## src/hw/rtl/snf_pkg.sv

```systemverilog
// shared types and constants of the sei nal framer
`timescale 1ns / 1ps

package snf_pkg;

    // input word fields
    localparam int BYTE_W = 8;
    localparam int LEN_W  = 12;

    // default payload length limit
    localparam int MAX_PAYLOAD_DEFAULT = 4095;

    // command queue between front and back
    localparam int QUEUE_DEPTH = 4;
    localparam int QPTR_W      = $clog2(QUEUE_DEPTH);

    // configuration register map
    localparam int PADDR_W  = 3;
    localparam int PDATA_W  = 32;
    localparam logic REG_CODEC_SELECT = 1'b0;

    // codec codes
    localparam logic CODEC_H264 = 1'b0;
    localparam logic CODEC_HEVC = 1'b1;

    // fixed stream bytes
    localparam logic [BYTE_W-1:0] SC_ZERO      = 8'h00;
    localparam logic [BYTE_W-1:0] SC_ONE       = 8'h01;
    localparam logic [BYTE_W-1:0] HDR_H264     = 8'h06;
    localparam logic [BYTE_W-1:0] HDR_HEVC_0   = 8'h4E;
    localparam logic [BYTE_W-1:0] HDR_HEVC_1   = 8'h01;
    localparam logic [BYTE_W-1:0] SEI_TYPE     = 8'd100;
    localparam logic [BYTE_W-1:0] SIZE_FF      = 8'hFF;
    localparam logic [LEN_W-1:0]  SIZE_STEP    = 12'd255;
    localparam logic [BYTE_W-1:0] TRAILER_BYTE = 8'h80;
    localparam logic [BYTE_W-1:0] ESC_BYTE     = 8'h03;
    localparam logic [BYTE_W-1:0] ESC_LIMIT    = 8'h03;

    // one classified word handed from front to back
    typedef struct packed {
        logic [BYTE_W-1:0] payload_byte;
        logic              start;
        logic [LEN_W-1:0]  length;
        logic              last;
    } cmd_t;

endpackage

```

## src/hw/rtl/snf_front.sv

```systemverilog
// front part: accepts input words, tracks the open unit, builds commands
`timescale 1ns / 1ps

module snf_front #(
    parameter int MAX_PAYLOAD = snf_pkg::MAX_PAYLOAD_DEFAULT
) (
    input  logic                      aclk,
    input  logic                      aresetn,
    input  logic                      s_valid,
    output logic                      s_ready,
    input  logic [snf_pkg::BYTE_W-1:0] s_payload_byte,
    input  logic                      s_start_req,
    input  logic [snf_pkg::LEN_W-1:0] s_payload_length,
    input  logic                      q_full,
    output logic                      q_push,
    output snf_pkg::cmd_t             q_cmd
);

    logic                      in_unit_reg, in_unit_next;
    logic [snf_pkg::LEN_W-1:0] bytes_left_reg, bytes_left_next;
    logic [snf_pkg::LEN_W-1:0] len_fix;
    logic [snf_pkg::LEN_W-1:0] len_sat;
    logic                      accept;

    assign s_ready = !q_full;
    assign accept  = s_valid && s_ready;

    // length clean-up: zero taken as one, clamp to limit
    always_comb begin
        len_fix = (s_payload_length == '0) ? snf_pkg::LEN_W'(1) : s_payload_length;
        if (32'(len_fix) > MAX_PAYLOAD) begin
            len_sat = snf_pkg::LEN_W'(MAX_PAYLOAD);
        end else begin
            len_sat = len_fix;
        end
    end

    // classify the word and update unit tracking
    always_comb begin
        in_unit_next            = in_unit_reg;
        bytes_left_next         = bytes_left_reg;
        q_push                  = 1'b0;
        q_cmd.payload_byte      = s_payload_byte;
        q_cmd.start             = s_start_req;
        q_cmd.length            = len_sat;
        q_cmd.last              = 1'b0;
        if (s_start_req) begin
            q_cmd.last = (len_sat == snf_pkg::LEN_W'(1));
        end else begin
            q_cmd.last = (bytes_left_reg == snf_pkg::LEN_W'(1));
        end
        if (accept) begin
            if (s_start_req) begin
                q_push          = 1'b1;
                bytes_left_next = len_sat - snf_pkg::LEN_W'(1);
                in_unit_next    = !q_cmd.last;
            end else if (in_unit_reg) begin
                q_push          = 1'b1;
                bytes_left_next = bytes_left_reg - snf_pkg::LEN_W'(1);
                in_unit_next    = !q_cmd.last;
            end
        end
    end

    always_ff @(posedge aclk) begin
        if (!aresetn) begin
            in_unit_reg    <= 1'b0;
            bytes_left_reg <= '0;
        end else begin
            in_unit_reg    <= in_unit_next;
            bytes_left_reg <= bytes_left_next;
        end
    end

    // no unit open means no bytes outstanding
    a_idle_count: assert property (@(posedge aclk) disable iff (!aresetn)
        !in_unit_reg |-> bytes_left_reg == '0)
        else $error("bytes outstanding with no open unit");

endmodule

```

## src/hw/rtl/snf_queue.sv

```systemverilog
// short command queue between front and back
`timescale 1ns / 1ps

module snf_queue (
    input  logic          aclk,
    input  logic          aresetn,
    input  logic          push,
    input  snf_pkg::cmd_t push_cmd,
    output logic          full,
    input  logic          pop,
    output logic          head_valid,
    output snf_pkg::cmd_t head_cmd
);

    localparam int CNT_W = $clog2(snf_pkg::QUEUE_DEPTH + 1);

    snf_pkg::cmd_t                  slot_reg [snf_pkg::QUEUE_DEPTH];
    logic [snf_pkg::QPTR_W-1:0]     wr_ptr_reg, wr_ptr_next;
    logic [snf_pkg::QPTR_W-1:0]     rd_ptr_reg, rd_ptr_next;
    logic [CNT_W-1:0]               count_reg, count_next;

    assign full       = (count_reg == CNT_W'(snf_pkg::QUEUE_DEPTH));
    assign head_valid = (count_reg != '0);
    assign head_cmd   = slot_reg[rd_ptr_reg];

    // pointer and fill count update
    always_comb begin
        wr_ptr_next = wr_ptr_reg;
        rd_ptr_next = rd_ptr_reg;
        count_next  = count_reg;
        if (push) begin
            wr_ptr_next = (wr_ptr_reg == snf_pkg::QPTR_W'(snf_pkg::QUEUE_DEPTH - 1)) ?
                          '0 : wr_ptr_reg + snf_pkg::QPTR_W'(1);
        end
        if (pop) begin
            rd_ptr_next = (rd_ptr_reg == snf_pkg::QPTR_W'(snf_pkg::QUEUE_DEPTH - 1)) ?
                          '0 : rd_ptr_reg + snf_pkg::QPTR_W'(1);
        end
        if (push && !pop) begin
            count_next = count_reg + CNT_W'(1);
        end else if (pop && !push) begin
            count_next = count_reg - CNT_W'(1);
        end
    end

    always_ff @(posedge aclk) begin
        if (!aresetn) begin
            wr_ptr_reg <= '0;
            rd_ptr_reg <= '0;
            count_reg  <= '0;
        end else begin
            wr_ptr_reg <= wr_ptr_next;
            rd_ptr_reg <= rd_ptr_next;
            count_reg  <= count_next;
        end
    end

    // slot storage
    always_ff @(posedge aclk) begin
        if (push) begin
            slot_reg[wr_ptr_reg] <= push_cmd;
        end
    end

    // no overflow, no underflow
    a_no_overrun: assert property (@(posedge aclk) disable iff (!aresetn)
        (push |-> !full) and (pop |-> head_valid))
        else $error("queue overrun or underrun");

endmodule

```

## src/hw/rtl/snf_back.sv

```systemverilog
// back part: expands commands into stream bytes with emulation prevention
`timescale 1ns / 1ps

module snf_back (
    input  logic                       aclk,
    input  logic                       aresetn,
    input  logic                       codec_select,
    input  logic                       head_valid,
    input  snf_pkg::cmd_t              head_cmd,
    output logic                       pop,
    output logic                       m_valid,
    input  logic                       m_ready,
    output logic [snf_pkg::BYTE_W-1:0] m_out_byte,
    output logic                       m_run_last,
    output logic                       m_nal_end
);

    // sequencer phases
    localparam logic [3:0] PH_FIRST   = 4'd0;
    localparam logic [3:0] PH_SC0     = 4'd1;
    localparam logic [3:0] PH_SC1     = 4'd2;
    localparam logic [3:0] PH_SC2     = 4'd3;
    localparam logic [3:0] PH_SC3     = 4'd4;
    localparam logic [3:0] PH_HDR0    = 4'd5;
    localparam logic [3:0] PH_HDR1    = 4'd6;
    localparam logic [3:0] PH_TYPE    = 4'd7;
    localparam logic [3:0] PH_SIZE    = 4'd8;
    localparam logic [3:0] PH_DATA    = 4'd9;
    localparam logic [3:0] PH_TRAILER = 4'd10;

    logic [3:0]                phase_reg, phase_next;
    logic [snf_pkg::LEN_W-1:0] rem_reg, rem_next;
    logic [1:0]                zr_reg, zr_next;
    logic                      m_valid_reg, m_valid_next;
    logic [snf_pkg::BYTE_W-1:0] m_out_byte_reg, m_out_byte_next;
    logic                      m_run_last_reg, m_run_last_next;
    logic                      m_nal_end_reg, m_nal_end_next;

    logic [3:0]                eff;
    logic [3:0]                nxt;
    logic [snf_pkg::BYTE_W-1:0] byte_val;
    logic                      rbsp;
    logic                      done;
    logic                      is_end;
    logic                      esc;
    logic                      out_free;
    logic                      fire;

    assign out_free = !m_valid_reg || m_ready;
    assign fire     = head_valid && out_free;

    // byte for the current phase
    always_comb begin
        eff = phase_reg;
        if (phase_reg == PH_FIRST) begin
            eff = head_cmd.start ? PH_SC0 : PH_DATA;
        end
        byte_val = snf_pkg::SC_ZERO;
        rbsp     = 1'b0;
        nxt      = PH_FIRST;
        done     = 1'b0;
        is_end   = 1'b0;
        case (eff)
            PH_SC0: begin
                nxt = PH_SC1;
            end
            PH_SC1: begin
                nxt = PH_SC2;
            end
            PH_SC2: begin
                nxt = PH_SC3;
            end
            PH_SC3: begin
                byte_val = snf_pkg::SC_ONE;
                nxt      = PH_HDR0;
            end
            PH_HDR0: begin
                if (codec_select == snf_pkg::CODEC_HEVC) begin
                    byte_val = snf_pkg::HDR_HEVC_0;
                    nxt      = PH_HDR1;
                end else begin
                    byte_val = snf_pkg::HDR_H264;
                    nxt      = PH_TYPE;
                end
            end
            PH_HDR1: begin
                byte_val = snf_pkg::HDR_HEVC_1;
                nxt      = PH_TYPE;
            end
            PH_TYPE: begin
                byte_val = snf_pkg::SEI_TYPE;
                rbsp     = 1'b1;
                nxt      = PH_SIZE;
            end
            PH_SIZE: begin
                rbsp = 1'b1;
                if (rem_reg >= snf_pkg::SIZE_STEP) begin
                    byte_val = snf_pkg::SIZE_FF;
                    nxt      = PH_SIZE;
                end else begin
                    byte_val = rem_reg[snf_pkg::BYTE_W-1:0];
                    nxt      = PH_DATA;
                end
            end
            PH_DATA: begin
                byte_val = head_cmd.payload_byte;
                rbsp     = 1'b1;
                if (head_cmd.last) begin
                    nxt = PH_TRAILER;
                end else begin
                    done = 1'b1;
                end
            end
            PH_TRAILER: begin
                byte_val = snf_pkg::TRAILER_BYTE;
                rbsp     = 1'b1;
                done     = 1'b1;
                is_end   = 1'b1;
            end
            default: begin
                done = 1'b1;
            end
        endcase
        esc = rbsp && (zr_reg == 2'd2) && (byte_val <= snf_pkg::ESC_LIMIT);
    end

    // advance sequencer and load the output register
    always_comb begin
        phase_next      = phase_reg;
        rem_next        = rem_reg;
        zr_next         = zr_reg;
        pop             = 1'b0;
        m_out_byte_next = m_out_byte_reg;
        m_run_last_next = m_run_last_reg;
        m_nal_end_next  = m_nal_end_reg;
        m_valid_next    = m_ready ? 1'b0 : m_valid_reg;
        if (fire) begin
            m_valid_next = 1'b1;
            if (esc) begin
                // escape byte goes out first, same phase repeats
                m_out_byte_next = snf_pkg::ESC_BYTE;
                m_run_last_next = 1'b0;
                m_nal_end_next  = 1'b0;
                zr_next         = 2'd0;
                phase_next      = eff;
            end else begin
                m_out_byte_next = byte_val;
                m_run_last_next = done;
                m_nal_end_next  = is_end;
                if (rbsp) begin
                    if (byte_val == '0) begin
                        zr_next = (zr_reg == 2'd2) ? zr_reg : zr_reg + 2'd1;
                    end else begin
                        zr_next = 2'd0;
                    end
                end
                if (eff == PH_SC0) begin
                    zr_next  = 2'd0;
                    rem_next = head_cmd.length;
                end
                if ((eff == PH_SIZE) && (rem_reg >= snf_pkg::SIZE_STEP)) begin
                    rem_next = rem_reg - snf_pkg::SIZE_STEP;
                end
                phase_next = done ? PH_FIRST : nxt;
                pop        = done;
            end
        end
    end

    always_ff @(posedge aclk) begin
        if (!aresetn) begin
            phase_reg   <= PH_FIRST;
            zr_reg      <= 2'd0;
            m_valid_reg <= 1'b0;
        end else begin
            phase_reg   <= phase_next;
            zr_reg      <= zr_next;
            m_valid_reg <= m_valid_next;
        end
    end

    // payload registers
    always_ff @(posedge aclk) begin
        rem_reg        <= rem_next;
        m_out_byte_reg <= m_out_byte_next;
        m_run_last_reg <= m_run_last_next;
        m_nal_end_reg  <= m_nal_end_next;
    end

    assign m_valid    = m_valid_reg;
    assign m_out_byte = m_out_byte_reg;
    assign m_run_last = m_run_last_reg;
    assign m_nal_end  = m_nal_end_reg;

    // trailer closes the item and carries 0x80
    a_trailer_shape: assert property (@(posedge aclk) disable iff (!aresetn)
        (m_valid && m_nal_end) |-> (m_run_last && m_out_byte == snf_pkg::TRAILER_BYTE))
        else $error("trailer byte malformed");

    // the queue head is released only on the last byte of a command
    a_pop_last: assert property (@(posedge aclk) disable iff (!aresetn)
        pop |=> (m_valid && m_run_last))
        else $error("command released without a closing byte");

endmodule

```

## src/hw/rtl/sei_nal_framer_with_emulation_prevention.sv

```systemverilog
// top level of the sei nal framer with emulation prevention
//
//  channel | ports                                   | moves
//  --------+-----------------------------------------+----------------------------
//  input   | s_valid s_ready s_payload_byte ...      | one payload byte per word
//  output  | m_valid m_ready m_out_byte ...         | one stream byte per word
//  config  | psel penable pwrite paddr pwdata ...    | codec_select at address 0
//
// one output byte leaves the output register per cycle while m_ready is high and a
// command waits in the queue; a mid-payload word yields its byte, preceded by an escape
// byte when one is inserted, plus the trailer on the closing word; a start word yields
// up to 25 bytes, set by the byte sequencer in the back part.
// reset is synchronous on aresetn and clears control state only; no clearing pass.
// a four-word command queue lets input words keep arriving while output stalls.
`timescale 1ns / 1ps

module sei_nal_framer_with_emulation_prevention #(
    parameter int MAX_PAYLOAD = snf_pkg::MAX_PAYLOAD_DEFAULT
) (
    input  logic                        aclk,
    input  logic                        aresetn,
    // configuration port
    input  logic                        psel,
    input  logic                        penable,
    input  logic                        pwrite,
    input  logic [snf_pkg::PADDR_W-1:0] paddr,
    input  logic [snf_pkg::PDATA_W-1:0] pwdata,
    output logic [snf_pkg::PDATA_W-1:0] prdata,
    output logic                        pready,
    // input words
    input  logic                        s_valid,
    output logic                        s_ready,
    input  logic [snf_pkg::BYTE_W-1:0]  s_payload_byte,
    input  logic                        s_start_req,
    input  logic [snf_pkg::LEN_W-1:0]   s_payload_length,
    // output words
    output logic                        m_valid,
    input  logic                        m_ready,
    output logic [snf_pkg::BYTE_W-1:0]  m_out_byte,
    output logic                        m_run_last,
    output logic                        m_nal_end
);

    logic          codec_select_reg, codec_select_next;
    logic          q_full;
    logic          q_push;
    snf_pkg::cmd_t q_cmd;
    logic          q_pop;
    logic          head_valid;
    snf_pkg::cmd_t head_cmd;

    // register write and read back
    assign pready = 1'b1;

    always_comb begin
        codec_select_next = codec_select_reg;
        if (psel && penable && pwrite && pready &&
            (paddr[snf_pkg::PADDR_W-1] == snf_pkg::REG_CODEC_SELECT)) begin
            codec_select_next = pwdata[0];
        end
    end

    always_comb begin
        prdata = '0;
        if (paddr[snf_pkg::PADDR_W-1] == snf_pkg::REG_CODEC_SELECT) begin
            prdata = {{(snf_pkg::PDATA_W-1){1'b0}}, codec_select_reg};
        end
    end

    always_ff @(posedge aclk) begin
        if (!aresetn) begin
            codec_select_reg <= snf_pkg::CODEC_H264;
        end else begin
            codec_select_reg <= codec_select_next;
        end
    end

    // front part
    snf_front #(
        .MAX_PAYLOAD(MAX_PAYLOAD)
    ) u_front (
        .aclk            (aclk),
        .aresetn         (aresetn),
        .s_valid         (s_valid),
        .s_ready         (s_ready),
        .s_payload_byte  (s_payload_byte),
        .s_start_req     (s_start_req),
        .s_payload_length(s_payload_length),
        .q_full          (q_full),
        .q_push          (q_push),
        .q_cmd           (q_cmd)
    );

    // command queue
    snf_queue u_queue (
        .aclk      (aclk),
        .aresetn   (aresetn),
        .push      (q_push),
        .push_cmd  (q_cmd),
        .full      (q_full),
        .pop       (q_pop),
        .head_valid(head_valid),
        .head_cmd  (head_cmd)
    );

    // back part
    snf_back u_back (
        .aclk        (aclk),
        .aresetn     (aresetn),
        .codec_select(codec_select_reg),
        .head_valid  (head_valid),
        .head_cmd    (head_cmd),
        .pop         (q_pop),
        .m_valid     (m_valid),
        .m_ready     (m_ready),
        .m_out_byte  (m_out_byte),
        .m_run_last  (m_run_last),
        .m_nal_end   (m_nal_end)
    );

endmodule

```

## config.mk

```make
export PLATFORM = sky130hd
export DESIGN_NAME = sei_nal_framer_with_emulation_prevention
export DESIGN_NICKNAME = d
export VERILOG_FILES = /design/src/hw/rtl/snf_pkg.sv /design/src/hw/rtl/snf_front.sv /design/src/hw/rtl/snf_queue.sv /design/src/hw/rtl/snf_back.sv /design/src/hw/rtl/sei_nal_framer_with_emulation_prevention.sv
export SDC_FILE = /design/constraint.sdc
export NUM_CORES = 1
export LEC_CHECK = 0
export BUFFER_PORTS_ARGS = -buffer_cell sky130_fd_sc_hd__buf_2
export CORE_MARGIN = 2
export CORE_UTILIZATION = 50
export DETAILED_ROUTE_END_ITERATION = 10
export HOLD_SLACK_MARGIN = 0.03
export PLACE_DENSITY = 0.72
export SLEW_MARGIN = 20
export SYNTH_ARGS = -nofsm -noshare
export SYNTH_HDL_FRONTEND = slang
export SYNTH_SLANG_ARGS = --single-unit
```

## constraint.sdc

```tcl
create_clock -name aclk -period 3.8 [get_ports aclk]
set_input_delay 0.38 -clock aclk [delete_from_list [all_inputs] [get_ports aclk]]
set_output_delay 0.38 -clock aclk [all_outputs]
set_load 0.02 [all_outputs]
```

==> key figures <==
Layout
  • Area growth, synth to finish: 13.5%
  • Final nets: 669
  • ANT cells: 0
  • Share of cells above drive strength 1: 0.193
  • Max FFs per register: 88
  • Final instance area: 0.00757 mm2

STA
  • Clock skew: 0.00481 ns
  • Worst-margin pin slew: 0.645 ns
  • Rel. slew slack: 0.566
  • Final setup TNS: 0 ns
  • Fmax: 0.278 GHz
  • Minimum clock period: 3.60 ns
  • Fin crit share: 0.946
  • Final hold vios: 0
  • RSZ-0062 raised after global routing: false
  • Max-slew violations: 0
  • Setup violators final: 0

Clock network
  • H-Tree Depth: 4
  • Hold Buf Count CTS: 0
  • CTS clock-pin slew for the worst setup and hold paths: 0.06 ns
  • Root Buffer: clkbuf_16
  • CTS Buffer Depth: 2
  • CTS tree: done
  • Worst-Skew Late Latency: 0.42 ns
  • Clock sink count: 140
  • Cts bufs inserted: 17

Critical path
  • Crit path largest cell delay: 0.62 ns
  • Req. time, crit path: 4.15 ns
  • Crit path max-delay family: simple AND/OR/NAND/NOR gates
  • Register-to-register setup slack: 0.20 ns
  • Nature of the critical path endpoint: flop
  • Cells along the critical path: mux4_1 > or4_1 > o211ai_2 > nand4_1 > and3b_1 > nor3_1 > inv_1 > ha_1 > inv_1 > fa_1 > xor2_1 > or3_1 > a21oi_1
  • Worst Setup Path Type: flop to flop
  • CP Capture Point: u_queue.count_reg[2]$_SDFFE_PN0P_
  • CP most frequent cell: inv_1
  • CP Buf/Inv Count: 2
  • Worst Reg2Reg Path Length in Cells: 13
  • Critical-path maximum fanout: 6
  • Setup crit start kind: flop
  • Critical Path Slowest Stage Cell: mux4_1
  • Stages on the worst setup path: 13
  • RR Endpoint: u_queue.count_reg[2]$_SDFFE_PN0P_
  • Critical Path AT: 3.94 ns

Floorplanning
  • Initial core utilization: 0.508
  • Row cnt: 42
  • Die Height: 120 um
  • Core Box Area: 0.0131 mm2
  • Die ar.: 0.0143 mm2
  • Die width: 120 um
  • # IOs: 108

Drt
  • DRC: 0
  • Antenna Nets Post-Route: 0
  • Wirelength, routed: 13200 um
  • Drt initial violations: 347
  • WL/cell: 16.9 um
  • Total number of vias: 4334
  • First-pass DRT Iterations: 7
  • Vias per cell: 5.54

Logic synthesis
  • Top FF cell, synth: edfxtp_1
  • Yosys cell types: 57
  • Yosys warnings: 0
  • Share of the synthesized area in the top cell type: 0.495
  • Synth Area per Inst: 12.2 um2
  • Post-synth top cells: edfxtp_1 (110), nand2_1 (52), o21ai_0 (40)
  • Seq/Total Area, Yosys: 0.585
  • Post-Synthesis Cell Area: 0.00667 mm2
  • Yosys top cell by area: edfxtp_1
  • Cells after synthesis: 549
  • Post-synth EDFFs: 110
  • Flops & latches, synth: 140
  • Dominant cells by area after synthesis: edfxtp_1 (49%), dfxtp_1 (9.0%), mux4_2 (6.1%)
  • Synth async-reset ratio: 0
  • Most common cell in the netlist: edfxtp_1

Pwr
  • Static Leak: 0.00276 uW
  • VDD IR max: 0.000398 V
  • Power per cell area: 689 mW/mm2

Global route
  • Number of antenna violations at the first check in global routing: 0
  • Global-route wire length before repair: 21700 um
  • Total grt overflow: 0
  • Vias in the first global route: 4377
  • Pin count of the biggest net entering global routing: 40
  • GRT Resource Usage Total: 0.198

Run status
  • Outcome: complete, no violations

Hold path
  • Hold path startpoint: s_payload_byte[2]
  • Hold WC Path Type: input port to flop

Placed design
  • Post-DP Area: 0.00697 mm2
  • DP HPWL: 8950 um
  • Port Buffers: 42
  • Routability cong.: 0.898

Job
  • Max cap viols: 0
[cell families (layout without fill, tap and decap cells)]
group / Yosys count / count (layout) / share of synthesized area
simple gates: 164 / 164 / 0.119
flops: 140 / 140 / 0.585
compound gates: 102 / 102 / 0.0922
buf+inv: 81 / 108 / 0.0664
mux: 28 / 28 / 0.0855
xor+xnor: 19 / 19 / 0.0249
fa+ha+maj: 13 / 13 / 0.0255
other cells: 2 / 32 / 0.00113
[metal layers]
metal,GRT usage,up-vias,share of wire
met2,0.331,149,0.50
met3,0.0418,34,0.053
met4,0.0831,0,0.022
met1,0.252,2086,0.43
li1,-,2065,-
met5,0,-,0
[through the flow]
stage	hold WS, ns	instances	total power (uW)	util	setup slack, ns
final	0.167	782	5210	0.576	0.204
after global routing	0.171	782	5480	0.576	0.0149
after CTS	0.155	782	5230	0.576	0.0811
after detailed placement	0.471	750	3580	0.531	0.119
after global placement	0.457	750	3530	0.531	0.215
after floorplan	0.444	579	3190	-	0.364
[area by class of cell]
class | count | area [um2]
Clock buffer | 22 | 485
Clock inverter | 10 | 113
Fill cell | 1093 | 5570
Inverter | 15 | 56.3
Multi-Input combinational cell | 358 | 2440
Sequential cell | 140 | 3910
Tap cell | 176 | 220
Timing Repair Buffer | 61 | 353
[cells in the final DEF (no fill, tap or decap), types with 5 or more instances in the layout]
cell type | Yosys | final
a21oi_1 | 28 | 28
buf_2 | 0 | 42
conb_1 | 2 | 32
nor3_1 | 16 | 16
dfxtp_1 | 30 | 29
o21ai_0 | 40 | 40
clkbuf_16 | 0 | 18
buf_4 | 32 | 19
ha_1 | 12 | 12
mux4_2 | 18 | 18
nand3_1 | 15 | 15
xor2_1 | 11 | 11
mux2i_1 | 5 | 5
xnor2_1 | 8 | 8
nand2_1 | 52 | 52
and2_1 | 9 | 9
nor2_1 | 35 | 35
inv_1 | 13 | 13
or3_1 | 7 | 7
edfxtp_1 | 110 | 110
[worst reg2reg max path: cells and delay by family, from the launching register on]
| family | cells | cell delay, ns |
|---|---|---|
| AND/OR/NAND/NOR | 5 | 1.31 |
| multiplexers | 1 | 0.62 |
| adder cells (fa/ha/maj) | 2 | 0.54 |
| flip-flops | 1 | 0.42 |
| AO/OA/AOI/OAI | 2 | 0.30 |
| XOR/XNOR | 1 | 0.18 |
| buffers and inverters | 2 | 0.15 |
[report_power, final]
part / switching, uW / internal [uW] / leakage [uW]
Sequential: 190 / 1960 / 0.00126
Combinational: 860 / 557 / 0.00121
Clock: 607 / 1040 / 0.000296
Total: 1660 / 3560 / 0.00276
[timing repair]
item	4_1_cts	5_1_grt
resized for setup	0	1
buffers inserted	0	0
setup endpoints to repair	0	1
[worst min-delay path by stage]
stage / end / slack (ns) / cells after the start
2_1_floorplan: u_back.zr_reg[0]$_SDFFE_PN0P_ / 0.44 / 1
3_3_place_gp: u_front.bytes_left_reg[11]$_SDFFE_PN0P_ / 0.46 / 2
3_5_place_dp: u_front.bytes_left_reg[5]$_SDFFE_PN0P_ / 0.47 / 2
4_1_cts: u_queue.slot_reg[2][16]$_DFFE_PP_ / 0.16 / 1
5_1_grt: u_queue.slot_reg[2][16]$_DFFE_PP_ / 0.17 / 1
6_report: u_queue.slot_reg[2][16]$_DFFE_PP_ / 0.17 / 1
No activity file was read; power rests on OpenSTA's default activity.
